===== src/design/prc_pkg.sv =====
// shared types and constants for the polygon rectangle clipper
package prc_pkg;

    localparam int CW  = 16;
    localparam int DW  = CW + 1;
    localparam int PW  = 2 * DW;
    localparam int TDW = ((2 * CW + 7) / 8) * 8;

    typedef logic signed [CW-1:0] coord_t;
    typedef logic signed [DW-1:0] diff_t;
    typedef logic signed [PW-1:0] prod_t;

    localparam logic [1:0] STG_LEFT   = 2'd0;
    localparam logic [1:0] STG_RIGHT  = 2'd1;
    localparam logic [1:0] STG_TOP    = 2'd2;
    localparam logic [1:0] STG_BOTTOM = 2'd3;

    localparam logic [2:0] LVL_SINK = 3'd4;

    localparam logic [1:0] REG_LEFT   = 2'd0;
    localparam logic [1:0] REG_BOTTOM = 2'd1;
    localparam logic [1:0] REG_RIGHT  = 2'd2;
    localparam logic [1:0] REG_TOP    = 2'd3;

    typedef struct packed {
        coord_t a0;
        coord_t a1;
        coord_t o0;
        coord_t o1;
        coord_t b;
    } xreq_t;

endpackage


===== src/design/prc_xing.sv =====
// crossing point unit: one multiply then a bit-serial restoring divide
module prc_xing
    import prc_pkg::*;
(
    input  logic   clk,
    input  logic   rst_n,
    input  logic   start,
    input  xreq_t  req,
    output logic   done,
    output coord_t res
);

    localparam int CNTW = $clog2(PW + 1);

    typedef enum logic [1:0] {X_IDLE, X_MUL, X_DIV, X_FIN} xstate_t;

    xstate_t          state_reg;
    diff_t            n_reg;
    diff_t            m_reg;
    diff_t            d_reg;
    coord_t           o0_reg;
    logic [DW-1:0]    dmag_reg;
    logic             neg_reg;
    logic [DW:0]      rem_reg;
    logic [PW-1:0]    quo_reg;
    logic [CNTW-1:0]  cnt_reg;
    logic             done_reg;
    coord_t           res_reg;

    prod_t            prod;
    logic [DW:0]      trial;
    logic             fits;
    logic [PW-1:0]    qs;

    assign prod  = n_reg * m_reg;
    assign trial = {rem_reg[DW-1:0], quo_reg[PW-1]};
    assign fits  = trial >= {1'b0, dmag_reg};
    assign qs    = neg_reg ? (~quo_reg + 1'b1) : quo_reg;

    always_ff @(posedge clk or negedge rst_n)
    begin
        if (!rst_n)
        begin
            state_reg <= X_IDLE;
            done_reg  <= 1'b0;
        end
        else
        begin
            done_reg <= (state_reg == X_FIN);
            case (state_reg)
                X_IDLE:
                begin
                    if (start)
                    begin
                        n_reg     <= DW'(req.o1) - DW'(req.o0);
                        m_reg     <= DW'(req.b) - DW'(req.a0);
                        d_reg     <= DW'(req.a1) - DW'(req.a0);
                        o0_reg    <= req.o0;
                        state_reg <= X_MUL;
                    end
                end
                X_MUL:
                begin
                    neg_reg   <= prod[PW-1] ^ d_reg[DW-1];
                    quo_reg   <= prod[PW-1] ? PW'(-prod) : PW'(prod);
                    dmag_reg  <= d_reg[DW-1] ? DW'(-d_reg) : DW'(d_reg);
                    rem_reg   <= '0;
                    cnt_reg   <= CNTW'(PW);
                    state_reg <= X_DIV;
                end
                X_DIV:
                begin
                    rem_reg   <= fits ? (trial - {1'b0, dmag_reg}) : trial;
                    quo_reg   <= {quo_reg[PW-2:0], fits};
                    cnt_reg   <= cnt_reg - 1'b1;
                    if (cnt_reg == CNTW'(1))
                        state_reg <= X_FIN;
                end
                X_FIN:
                begin
                    res_reg   <= (dmag_reg == '0) ? o0_reg : (o0_reg + coord_t'(qs[CW-1:0]));
                    state_reg <= X_IDLE;
                end
                default: state_reg <= X_IDLE;
            endcase
        end
    end

    assign done = done_reg;
    assign res  = res_reg;

endmodule


===== src/design/polygon_rect_clipper_top.sv =====
// top level of the polygon rectangle clipper: config registers and stage sequencer
// Takes polygon vertices one transfer at a time and returns the polygon clipped
// against the window (left, bottom, right, top, inclusive), running the left,
// right, top and bottom clip stages in turn under one sequencer. Each boundary
// crossing goes through the shared multiply and one-bit-a-cycle divide unit,
// and the new point is then carried on. A vertex marked last also closes every
// stage, each of which may add a crossing on its closing edge. A result waiting
// on a stalled output holds the sequencer. Results lag one vertex so the final
// one carries tlast; a fully clipped polygon gives one result with tuser low.
// The input is not ready while a vertex is in work.
module polygon_rect_clipper_top
    import prc_pkg::*;
(
    input  logic           clk,
    input  logic           rst_n,
    input  logic           s_axis_tvalid,
    output logic           s_axis_tready,
    input  logic [TDW-1:0] s_axis_tdata,  // vert_x, vert_y
    input  logic           s_axis_tlast,
    output logic           m_axis_tvalid,
    input  logic           m_axis_tready,
    output logic [TDW-1:0] m_axis_tdata,  // out_x, out_y
    output logic           m_axis_tuser,  // out_valid
    output logic           m_axis_tlast,
    input  logic           psel,
    input  logic           penable,
    input  logic           pwrite,
    input  logic [3:0]     paddr,
    input  logic [31:0]    pwdata,
    output logic [31:0]    prdata,
    output logic           pready
);

    typedef enum logic [2:0] {S_IDLE, S_STAGE, S_XWAIT, S_POP, S_CLOSE} state_t;

    state_t       state_reg;
    coord_t       win_l_reg, win_b_reg, win_r_reg, win_t_reg;
    coord_t       first_x_reg [4];
    coord_t       first_y_reg [4];
    coord_t       prev_x_reg  [4];
    coord_t       prev_y_reg  [4];
    logic [3:0]   started_reg;
    logic [3:0]   pend_v_reg;
    coord_t       pend_x_reg  [4];
    coord_t       pend_y_reg  [4];
    logic [2:0]   cur_reg;
    logic [2:0]   clv_reg;
    logic [1:0]   xlvl_reg;
    coord_t       cx_reg, cy_reg;
    logic         last_reg;
    logic         closing_reg;
    logic         any_reg;
    coord_t       hold_x_reg, hold_y_reg;
    logic         out_tv_reg;
    coord_t       out_x_reg, out_y_reg;
    logic         out_v_reg, out_l_reg;
    logic         xstart_reg;
    xreq_t        xreq_reg;

    logic         xdone;
    coord_t       xres;
    logic         out_free;
    logic [1:0]   s;
    logic [1:0]   cs;
    logic         pin, pprev, cprev, cfirst;
    logic         pop_found;
    logic [1:0]   pop_k;
    logic         wr;
    logic         x_go;
    logic         out_load;

    function automatic logic inside_f(input logic [1:0] st, input coord_t x, input coord_t y,
                                      input coord_t l, input coord_t r,
                                      input coord_t t, input coord_t b);
        logic v;
        case (st)
            STG_LEFT:  v = x >= l;
            STG_RIGHT: v = x <= r;
            STG_TOP:   v = y <= t;
            default:   v = y >= b;
        endcase
        return v;
    endfunction

    function automatic xreq_t mk_req(input logic [1:0] st, input coord_t sx, input coord_t sy,
                                     input coord_t px, input coord_t py,
                                     input coord_t l, input coord_t r,
                                     input coord_t t, input coord_t b);
        xreq_t q;
        if (st == STG_LEFT || st == STG_RIGHT)
        begin
            q.a0 = sx; q.a1 = px; q.o0 = sy; q.o1 = py;
            q.b  = (st == STG_LEFT) ? l : r;
        end
        else
        begin
            q.a0 = sy; q.a1 = py; q.o0 = sx; q.o1 = px;
            q.b  = (st == STG_TOP) ? t : b;
        end
        return q;
    endfunction

    prc_xing u_xing
    (
        .clk   (clk),
        .rst_n (rst_n),
        .start (xstart_reg),
        .req   (xreq_reg),
        .done  (xdone),
        .res   (xres)
    );

    assign s        = cur_reg[1:0];
    assign cs       = clv_reg[1:0];
    assign pin      = inside_f(s, cx_reg, cy_reg, win_l_reg, win_r_reg, win_t_reg, win_b_reg);
    assign pprev    = inside_f(s, prev_x_reg[s], prev_y_reg[s],
                               win_l_reg, win_r_reg, win_t_reg, win_b_reg);
    assign cprev    = inside_f(cs, prev_x_reg[cs], prev_y_reg[cs],
                               win_l_reg, win_r_reg, win_t_reg, win_b_reg);
    assign cfirst   = inside_f(cs, first_x_reg[cs], first_y_reg[cs],
                               win_l_reg, win_r_reg, win_t_reg, win_b_reg);
    assign out_free = !out_tv_reg || m_axis_tready;
    assign wr       = psel && penable && pwrite;

    // crossing requests and output loads
    assign x_go     = ((state_reg == S_STAGE) && (cur_reg != LVL_SINK) &&
                       started_reg[s] && (pprev != pin)) ||
                      ((state_reg == S_CLOSE) && (clv_reg != LVL_SINK) &&
                       started_reg[cs] && (cprev != cfirst));
    assign out_load = ((state_reg == S_STAGE) && (cur_reg == LVL_SINK) && any_reg && out_free) ||
                      ((state_reg == S_CLOSE) && (clv_reg == LVL_SINK) && out_free);

    always_comb
    begin
        pop_found = 1'b0;
        pop_k     = 2'd0;
        for (int k = 0; k < 4; k++)
        begin
            if (pend_v_reg[k])
            begin
                pop_found = 1'b1;
                pop_k     = 2'(k);
            end
        end
    end

    // configuration registers
    always_ff @(posedge clk or negedge rst_n)
    begin
        if (!rst_n)
        begin
            win_l_reg <= coord_t'(0);
            win_b_reg <= coord_t'(0);
            win_r_reg <= coord_t'(255);
            win_t_reg <= coord_t'(255);
        end
        else if (wr)
        begin
            case (paddr[3:2])
                REG_LEFT:   win_l_reg <= pwdata[CW-1:0];
                REG_BOTTOM: win_b_reg <= pwdata[CW-1:0];
                REG_RIGHT:  win_r_reg <= pwdata[CW-1:0];
                default:    win_t_reg <= pwdata[CW-1:0];
            endcase
        end
    end

    always_comb
    begin
        case (paddr[3:2])
            REG_LEFT:   prdata = 32'(win_l_reg);
            REG_BOTTOM: prdata = 32'(win_b_reg);
            REG_RIGHT:  prdata = 32'(win_r_reg);
            default:    prdata = 32'(win_t_reg);
        endcase
    end
    assign pready = 1'b1;

    // sequencer
    always_ff @(posedge clk or negedge rst_n)
    begin
        if (!rst_n)
        begin
            state_reg   <= S_IDLE;
            started_reg <= '0;
            pend_v_reg  <= '0;
            any_reg     <= 1'b0;
            closing_reg <= 1'b0;
            last_reg    <= 1'b0;
            out_tv_reg  <= 1'b0;
            xstart_reg  <= 1'b0;
            cur_reg     <= '0;
            clv_reg     <= '0;
            for (int k = 0; k < 4; k++)
            begin
                first_x_reg[k] <= '0;
                first_y_reg[k] <= '0;
                prev_x_reg[k]  <= '0;
                prev_y_reg[k]  <= '0;
            end
            hold_x_reg  <= '0;
            hold_y_reg  <= '0;
        end
        else
        begin
            xstart_reg <= x_go;
            if (out_load)
                out_tv_reg <= 1'b1;
            else if (m_axis_tready)
                out_tv_reg <= 1'b0;
            case (state_reg)
                S_IDLE:
                begin
                    if (s_axis_tvalid)
                    begin
                        cx_reg    <= s_axis_tdata[CW-1:0];
                        cy_reg    <= s_axis_tdata[2*CW-1:CW];
                        last_reg  <= s_axis_tlast;
                        cur_reg   <= 3'd0;
                        state_reg <= S_STAGE;
                    end
                end
                S_STAGE:
                begin
                    if (cur_reg == LVL_SINK)
                    begin
                        if (!any_reg || out_free)
                        begin
                            if (any_reg)
                            begin
                                out_x_reg  <= hold_x_reg;
                                out_y_reg  <= hold_y_reg;
                                out_v_reg  <= 1'b1;
                                out_l_reg  <= 1'b0;
                            end
                            hold_x_reg <= cx_reg;
                            hold_y_reg <= cy_reg;
                            any_reg    <= 1'b1;
                            state_reg  <= S_POP;
                        end
                    end
                    else
                    begin
                        prev_x_reg[s] <= cx_reg;
                        prev_y_reg[s] <= cy_reg;
                        if (!started_reg[s])
                        begin
                            first_x_reg[s] <= cx_reg;
                            first_y_reg[s] <= cy_reg;
                            started_reg[s] <= 1'b1;
                            if (pin)
                                cur_reg <= cur_reg + 1'b1;
                            else
                                state_reg <= S_POP;
                        end
                        else if (pprev != pin)
                        begin
                            xreq_reg      <= mk_req(s, prev_x_reg[s], prev_y_reg[s], cx_reg, cy_reg,
                                                    win_l_reg, win_r_reg, win_t_reg, win_b_reg);
                            xlvl_reg      <= s;
                            pend_v_reg[s] <= pin;
                            pend_x_reg[s] <= cx_reg;
                            pend_y_reg[s] <= cy_reg;
                            state_reg     <= S_XWAIT;
                        end
                        else if (pin)
                            cur_reg <= cur_reg + 1'b1;
                        else
                            state_reg <= S_POP;
                    end
                end
                S_XWAIT:
                begin
                    if (xdone)
                    begin
                        if (xlvl_reg == STG_LEFT)
                        begin
                            cx_reg <= win_l_reg; cy_reg <= xres;
                        end
                        else if (xlvl_reg == STG_RIGHT)
                        begin
                            cx_reg <= win_r_reg; cy_reg <= xres;
                        end
                        else if (xlvl_reg == STG_TOP)
                        begin
                            cx_reg <= xres; cy_reg <= win_t_reg;
                        end
                        else
                        begin
                            cx_reg <= xres; cy_reg <= win_b_reg;
                        end
                        cur_reg   <= {1'b0, xlvl_reg} + 3'd1;
                        state_reg <= S_STAGE;
                    end
                end
                S_POP:
                begin
                    if (pop_found)
                    begin
                        pend_v_reg[pop_k] <= 1'b0;
                        cx_reg            <= pend_x_reg[pop_k];
                        cy_reg            <= pend_y_reg[pop_k];
                        cur_reg           <= {1'b0, pop_k} + 3'd1;
                        state_reg         <= S_STAGE;
                    end
                    else if (!last_reg)
                        state_reg <= S_IDLE;
                    else if (!closing_reg)
                    begin
                        closing_reg <= 1'b1;
                        clv_reg     <= 3'd0;
                        state_reg   <= S_CLOSE;
                    end
                    else
                    begin
                        clv_reg   <= clv_reg + 1'b1;
                        state_reg <= S_CLOSE;
                    end
                end
                S_CLOSE:
                begin
                    if (clv_reg == LVL_SINK)
                    begin
                        if (out_free)
                        begin
                            out_x_reg   <= any_reg ? hold_x_reg : coord_t'(0);
                            out_y_reg   <= any_reg ? hold_y_reg : coord_t'(0);
                            out_v_reg   <= any_reg;
                            out_l_reg   <= 1'b1;
                            any_reg     <= 1'b0;
                            closing_reg <= 1'b0;
                            last_reg    <= 1'b0;
                            state_reg   <= S_IDLE;
                        end
                    end
                    else if (started_reg[cs])
                    begin
                        started_reg[cs] <= 1'b0;
                        if (cprev != cfirst)
                        begin
                            xreq_reg   <= mk_req(cs, prev_x_reg[cs], prev_y_reg[cs],
                                                 first_x_reg[cs], first_y_reg[cs],
                                                 win_l_reg, win_r_reg, win_t_reg, win_b_reg);
                            xlvl_reg   <= cs;
                            state_reg  <= S_XWAIT;
                        end
                        else
                            clv_reg <= clv_reg + 1'b1;
                    end
                    else
                        clv_reg <= clv_reg + 1'b1;
                end
                default: state_reg <= S_IDLE;
            endcase
        end
    end

    assign s_axis_tready = (state_reg == S_IDLE);
    assign m_axis_tvalid = out_tv_reg;
    assign m_axis_tdata  = TDW'({out_y_reg, out_x_reg});
    assign m_axis_tuser  = out_v_reg;
    assign m_axis_tlast  = out_l_reg;

endmodule


===== config.mk =====
export PLATFORM = sky130hd
export DESIGN_NAME = polygon_rect_clipper_top
export DESIGN_NICKNAME = d
export VERILOG_FILES = /design/src/design/prc_pkg.sv /design/src/design/prc_xing.sv /design/src/design/polygon_rect_clipper_top.sv
export SDC_FILE = /design/constraint.sdc
export NUM_CORES = 2
export LEC_CHECK = 0
export BUFFER_PORTS_ARGS = -buffer_cell sky130_fd_sc_hd__buf_4
export CAP_MARGIN = 10
export CORE_MARGIN = 1
export CORE_UTILIZATION = 58
export DETAILED_ROUTE_END_ITERATION = 16
export PLACE_DENSITY = 0.89
export SYNTH_ARGS = -nofsm -noshare
export SYNTH_HDL_FRONTEND = slang
export SYNTH_SLANG_ARGS = --single-unit
export TNS_END_PERCENT = 100

===== constraint.sdc =====
create_clock -name clk -period 7.55 [get_ports clk]
set_clock_uncertainty 0.05 [all_clocks]
set_input_delay 0.755 -clock clk [delete_from_list [all_inputs] [get_ports clk]]
set_output_delay 0.755 -clock clk [all_outputs]
set_load 0.005 [all_outputs]

# After elaboration in Yosys (flattened, before gate mapping)
# Memory sizes are Yosys's and may differ from the RTL's.
# Index checks and enable logic that the tools add are counted.
[word_totals] ff_bits=683 mem_bits_rw=128 in_bits=76 output_inout_bits=69 n_memories=2
[op_classes] n_addsub=13 multipliers=1 n_lt_le_gt_ge=26 n_eq_ne=47 muxes=173 bitwise=12 n_reduce_logical=65
[mem_list] memory="pend_x_reg" depth=4 word_bits=16 read_ports=1 rd_clocked_by_memory_dff=0 wr=1 line_no="polygon_rect_clipper_top.sv:44" rtl="coord_t pend_x_reg [4];"
[mem_list] memory="pend_y_reg" depth=4 word_bits=16 read_ports=1 rd_clocked_by_memory_dff=0 wr=1 line_no="polygon_rect_clipper_top.sv:45" rtl="coord_t pend_y_reg [4];"
[op_table] cell="two-way mux 16 bit" count=43
[op_table] cell="two-way mux 80 bit" count=8
[op_table] cell="bitwise mux 64 bit" count=4
[op_table] cell="binary-select mux 16 bit (select 2 bit)" count=6
[op_table] cell="one-hot mux 80 bit (2 select lines)" count=1
[op_table] cell="greater-or-equal comparator 16 bit" count=8
[op_table] cell="less-or-equal comparator 16 bit" count=8
[op_table] cell="one-hot mux 16 bit (3 select lines)" count=2
[op_table] cell="one-hot mux 32 bit (3 select lines)" count=1
[op_table] cell="two-way mux 3 bit" count=26
[op_table] cell="one-hot mux 34 bit (2 select lines)" count=1
[op_table] cell="one-hot mux 16 bit (2 select lines)" count=2
[op_table] cell="subtractor 16 x 16 -> 17 bit" count=3
[op_table] cell="multiplier 17 x 17 -> 34 bit" count=1
[op_table] cell="two-way mux 1 bit" count=34
[op_table] cell="two-way mux 34 bit" count=1
[op_table] cell="negation 34 bit" count=1
[op_table] cell="one-hot mux 17 bit (2 select lines)" count=1
[op_table] cell="demux 16 bit (select 2 bit)" count=1
[op_table] cell="two-way mux 4 bit" count=8
[op_table] cell="AND reduction 5 bit" count=6
[op_table] cell="two-way mux 2 bit" count=10
[op_table] cell="inequality test 2 bit (second input constant)" count=10
[op_table] cell="greater-or-equal comparator 18 x 17 -> 1 bit" count=1
[op_table] cell="other kinds (58)" count=150

# Logic depth before layout (Yosys ltp)
[depth] depth_word=13 depth_mapped=28

# Cells and area by module
# From an unflattened synthesis, not the netlist that was laid out.
[unflattened] cells_unflattened=5513 area_unflattened_um2=59194.3
[by_module_without_submodules] module="polygon_rect_clipper_top" instances=1 cells_each=3145 area_each_um2=36975.5
[by_module_without_submodules] module="prc_xing" instances=1 cells_each=2368 area_each_um2=22218.8

# Worst setup path before layout
# OpenSTA, ideal clock, no wires.
[synth_path] path_type="register -> register" start="register clv_reg[0]" end="register xlvl_reg[0] (enable)" setup_ps=523 arrival_ps=7391 t_required_ps=6977 slack_ps=-414 stages_incl_launch_ff=15 cell_sequence="dfrtp_1 > buf_1 > buf_1 > mux4_2 > ha_1 > a21o_1 > a21o_1 > a21oi_1 > nor2_1 > a2111oi_0 > mux2i_1 > a32oi_1 > xnor2_1 > o211ai_1 > nor2_1"
[synth_via] elab_chain_len=9 word_cells_on_any_way=34 cone_classes="order compare: 8; eq/ne: 7; mux: 16; bitwise: 1; reduce/logical: 2"
[synth_rtl] element="start: declaration" line_no="polygon_rect_clipper_top.sv:47" rtl="logic [2:0] clv_reg;"
[synth_rtl] element="start signal: assignment" line_no="polygon_rect_clipper_top.sv:316" rtl="clv_reg <= clv_reg + 1'b1;"
[synth_rtl] element="start signal: assignment" line_no="polygon_rect_clipper_top.sv:348" rtl="clv_reg <= clv_reg + 1'b1;"
[synth_rtl] element="start signal: assignment" line_no="polygon_rect_clipper_top.sv:351" rtl="clv_reg <= clv_reg + 1'b1;"
[synth_rtl] element="inverter 2 -> 3 bit (implied by the code)" line_no="polygon_rect_clipper_top.sv:118, polygon_rect_clipper_top.sv:120"
[synth_rtl] element="binary-select mux 16 bit (select 2 bit), on equally long branches" line_no="polygon_rect_clipper_top.sv:118, polygon_rect_clipper_top.sv:120"
[synth_rtl] element="two-way mux 16 bit, on equally long branches (2 in series)" line_no="polygon_rect_clipper_top.sv:118, polygon_rect_clipper_top.sv:120"
[synth_rtl] element="greater-or-equal comparator 16 bit, or another cell as far along" line_no="polygon_rect_clipper_top.sv:80" rtl="default: v = y >= b;"
[synth_rtl] element="one-hot mux 1 bit (3 select lines)" line_no="polygon_rect_clipper_top.sv:76" rtl="case (st)"
[synth_rtl] element="inequality test 1 bit" line_no="polygon_rect_clipper_top.sv:339" rtl="if (cprev != cfirst)"
[synth_rtl] element="inequality test 2 x 1 -> 1 bit (no line)"
[synth_rtl] element="AND reduction 8 bit (no line) (*)"
[synth_rtl] element="end signal: assignment" line_no="polygon_rect_clipper_top.sv:260" rtl="xlvl_reg <= s;"
[synth_rtl] element="end signal: assignment" line_no="polygon_rect_clipper_top.sv:344" rtl="xlvl_reg <= cs;"
[synth_rtl] element="end: declaration" line_no="polygon_rect_clipper_top.sv:48" rtl="logic [1:0] xlvl_reg;"
# Every way passes the cells marked *; elsewhere a longest branch is shown, timed or not. The select of a mux whose other input is x is not followed.
# A chain may end at the register's enable or synchronous reset.

# Final worst setup path
[layout_path] start="register u_xing.m_reg[6]" end="register u_xing.quo_reg[26] (data pin)"
[layout_via] elab_chain_len=4
[layout_rtl] element="start: declaration" line_no="prc_xing.sv:19" rtl="diff_t m_reg;"
[layout_rtl] element="start signal: assignment" line_no="prc_xing.sv:56" rtl="m_reg <= DW'(req.b) - DW'(req.a0);"
[layout_rtl] element="multiplier 17 x 17 -> 34 bit (*)" line_no="prc_xing.sv:35" rtl="assign prod = n_reg * m_reg;"
[layout_rtl] element="negation 34 bit" line_no="prc_xing.sv:65" rtl="quo_reg <= prod[PW-1] ? PW'(-prod) : PW'(prod);"
[layout_rtl] element="two-way mux 34 bit (*)" line_no="prc_xing.sv:65"
[layout_rtl] element="one-hot mux 34 bit (2 select lines) (*)" line_no="prc_xing.sv:50" rtl="case (state_reg)"
[layout_rtl] element="end signal: assignment" line_no="prc_xing.sv:65"
[layout_rtl] element="end signal: assignment" line_no="prc_xing.sv:74" rtl="quo_reg <= {quo_reg[PW-2:0], fits};"
[layout_rtl] element="end: declaration" line_no="prc_xing.sv:25" rtl="logic [PW-1:0] quo_reg;"
# Every way passes the cells marked *; elsewhere a longest branch is shown, timed or not.

==> impl_metrics.env <==
export IMPL_outcome="complete, but fails checks"
export IMPL_violations="hold timing"
export IMPL_syn_inst=5481
export IMPL_antenna_found_initial=7
export IMPL_period_share=0.982
export IMPL_grt_pass1_vias=45000
export IMPL_largest_reg_flops=80
export IMPL_grt_max_degree=113
export IMPL_max_slew_margin=0.122
export IMPL_whs_ps=-36.2
export IMPL_post_drt_wl_per_cell_microns=25.6
export IMPL_area_delta_synth_final_pct=10.1
export IMPL_vias=45400
export IMPL_io_buffer_count=125
export IMPL_drt_iter0_markers=5529
export IMPL_r2r_end="u_xing.quo_reg[26]$_DFFE_PP_"
export IMPL_hold_path_class="in2async"
export IMPL_yosys_warnings=0
export IMPL_cts_tree="built"
export IMPL_nNetsFinal=6388
export IMPL_grt_first_pass_wirelength_mm=270
export IMPL_layoutNonFillerInstCount=7007
export IMPL_max_cap_viol_count=0
export IMPL_path_common_cell="fa_1"
export IMPL_path_class="reg2reg"
export IMPL_cts_sinks=811
export IMPL_critPathLaunchType="flop"
export IMPL_die_h_microns=321
export IMPL_ant_nets=0
export IMPL_critPathRequiredTime_ps=7990
export IMPL_path_buf_inv=5
export IMPL_synthesis_area_sq_um=58900
export IMPL_core_area_sq_um=100000
export IMPL_die_w_microns=321
export IMPL_synthesis_nets=6294
export IMPL_setup_worst_path_end_class="flop"
export IMPL_synth_flop_cell="edfxtp_1"
export IMPL_clk_pin_slew_worst_paths_ps=70
export IMPL_gp_congestion=1.04
export IMPL_cp_slowest_cell="fa_1"
export IMPL_cts_max_level=3
export IMPL_synthArstFlopShare=0.465
export IMPL_clk_latency_ps=680
export IMPL_floorplan_initialDensity=0.587
export IMPL_ctsLongestPathBuffers=3
export IMPL_ys_seq_area_frac=0.382
export IMPL_numCtsBuffers=84
export IMPL_hold_viol=11
export IMPL_cpPeakStageDelay_ps=590
export IMPL_arrival_ps=7850
export IMPL_path_cells="buf_4 -> buf_4 -> and2_1 -> fa_1 -> fa_1 -> fa_1 -> fa_1 -> fa_1 -> inv_1 -> fa_1 -> inv_1 -> ha_1 -> a21oi_1 -> nand2_1 -> a2111oi_0 -> o21ai_0 -> and2_1 -> a211o_1 -> nand3_1 -> nand2_1 -> buf_4 -> or3_1 -> a31oi_1"
export IMPL_drc=0
export IMPL_drive_above_1_share=0.173
export IMPL_viasPerCell=6.49
export IMPL_setup_viol=0
export IMPL_grt_usage=0.348
export IMPL_wl_mm=179
export IMPL_cts_root_buf="clkbuf_16"
export IMPL_cp_max_fo=17
export IMPL_r2r_start="u_xing.m_reg[6]$_DFFE_PP_"
export IMPL_cp_top_family="adder cells"
export IMPL_ys_types=86
export IMPL_ys_seq_elements=811
export IMPL_r2r_slack_ps=140
export IMPL_dp_hpwl_mm=127
export IMPL_ctsHoldBuffers=0
export IMPL_core_rowCount=116
export IMPL_dp_cells=6796
export IMPL_syn_avg_cell_area_sq_um=10.8
export IMPL_max_freq_mhz=135
export IMPL_dr_pass1_iters=9
export IMPL_r2r_cells=23
export IMPL_synth_edf_count=434
export IMPL_top_level_ports=145
export IMPL_finalCriticalPeriod_ps=7410
export IMPL_grt_overflow=0
export IMPL_worst_slew_pin_slew_ps=1320
export IMPL_slew_violations=0
export IMPL_dieArea_sq_um=103000
-- placed cells by master, fill, tap and decap left out, types with 91 or more instances in the layout --
cell       count
a211oi_1      98
a21oi_1      186
and2_1       146
buf_4        297
clkbuf_16     91
dfrtp_1      353
edfxtp_1     434
fa_1         300
ha_1         432
inv_1        526
mux2_2       316
mux2i_1      112
mux4_2       130
nand2_1      587
nor2_1       274
nor2b_1      106
o21ai_0      297
xnor2_1      105
-- timing repair --
| action | in CTS | in global routing |
|---|---|---|
| hold endpoints to repair | 0 | 0 |
| setup endpoints to repair | 0 | 34 |
| resized for setup | 0 | 20 |
| setup buffers | 0 | 49 |
-- worst max-delay path by stage --
stage               cells past startpoint                      endpoint                  startpoint  slack, ps
finish                                 23  u_xing.quo_reg[26]$_DFFE_PP_   u_xing.m_reg[6]$_DFFE_PP_        140
CTS                                    23  u_xing.quo_reg[33]$_DFFE_PP_   u_xing.n_reg[7]$_DFFE_PP_         50
global route                           24  u_xing.quo_reg[23]$_DFFE_PP_   u_xing.n_reg[7]$_DFFE_PP_        -70
floorplan                              25  u_xing.quo_reg[31]$_DFFE_PP_  u_xing.m_reg[10]$_DFFE_PP_        430
global placement                       23  u_xing.quo_reg[33]$_DFFE_PP_   u_xing.n_reg[5]$_DFFE_PP_        190
detailed placement                     23  u_xing.quo_reg[33]$_DFFE_PP_   u_xing.n_reg[7]$_DFFE_PP_         60
-- cell families after synthesis --
family                     Yosys count  share of synthesized area
other                                1                  0.0000636
xor gates and xnor gates           146                     0.0217
and+or+nand+nor                   1430                      0.114
AOI/OAI and AO/OA                  970                      0.104
buffers and inverters              827                     0.0540
DFF                                811                      0.382
muxes                              559                      0.129
adders and majority gates          737                      0.195
-- stage by stage --
| step | setup slack, ps | cell area, sq um | setup TNS [ps] | util |
|---|---|---|---|---|
| after floorplan | 431 | 58900 | 0 | - |
| after global placement | 190 | 61500 | 0 | 0.613 |
| after detailed placement | 64.5 | 61500 | 0 | 0.613 |
| after CTS | 52.4 | 64400 | 0 | 0.641 |
| after global routing | -70.6 | 64900 | -169 | 0.646 |
| final | 137 | 64900 | 0 | 0.646 |
-- layout make-up --
type                            count  area (sq um)
Clock inverter                     37           350
Tap cell                         1357          1700
Multi-Input combinational cell   3843         33400
Inverter                          530          1990
Timing Repair Buffer              305          2380
Clock buffer                      121          2500
Sequential cell                   811         22500
Antenna cell                        3          7.51
Fill cell                        7142         35600
-- worst reg2reg max path, cell delays in order, from the launching register on --
cell and delay (ps):
edfxtp_1 570, buf_4 230, buf_4 130, and2_1 170
fa_1 450, fa_1 580, fa_1 450, fa_1 520
fa_1 590, inv_1 70, fa_1 540, inv_1 40
ha_1 360, a21oi_1 240, nand2_1 130, a2111oi_0 350
o21ai_0 190, and2_1 210, a211o_1 280, nand3_1 150
nand2_1 80, buf_4 210, or3_1 390, a31oi_1 240
-- metal layers --
| layer | track usage | wire length, microns |
|---|---|---|
| met3 | 0.0864 | 19500 |
| met5 | 0 | 39 |
| met1 | 0.424 | 63100 |
| met2 | 0.547 | 81800 |
| met4 | 0.238 | 14900 |
-- cell usage after synthesis (24+ instances only) --
cell type  count  area, sq um
nand2_1      590         2210
inv_1        527         1980
ha_1         436         5460
edfxtp_1     434        13000
dfrtp_1      361         9030
mux2_2       316         3560
fa_1         301         6030
o21ai_0      299         1500
nor2_1       283         1060
clkbuf_1     229          860
a21oi_1      190          951
and2_1       147          920
mux4_2       130         2930
mux2i_1      112         1120
nor2b_1      106          663
xnor2_1      105          920
a211oi_1      99          743
a31oi_1       83          519
nand3_1       69          345
a21o_1        63          473
o211ai_1      55          413
nand4_1       50          313
nor3_1        47          235
buf_1         42          158
xor2_1        41          359
nand2b_1      29          181
a21boi_0      24          180
Power is not shown: default switching activity piles up to over one toggle a cycle in this logic, so the estimate is an artifact.
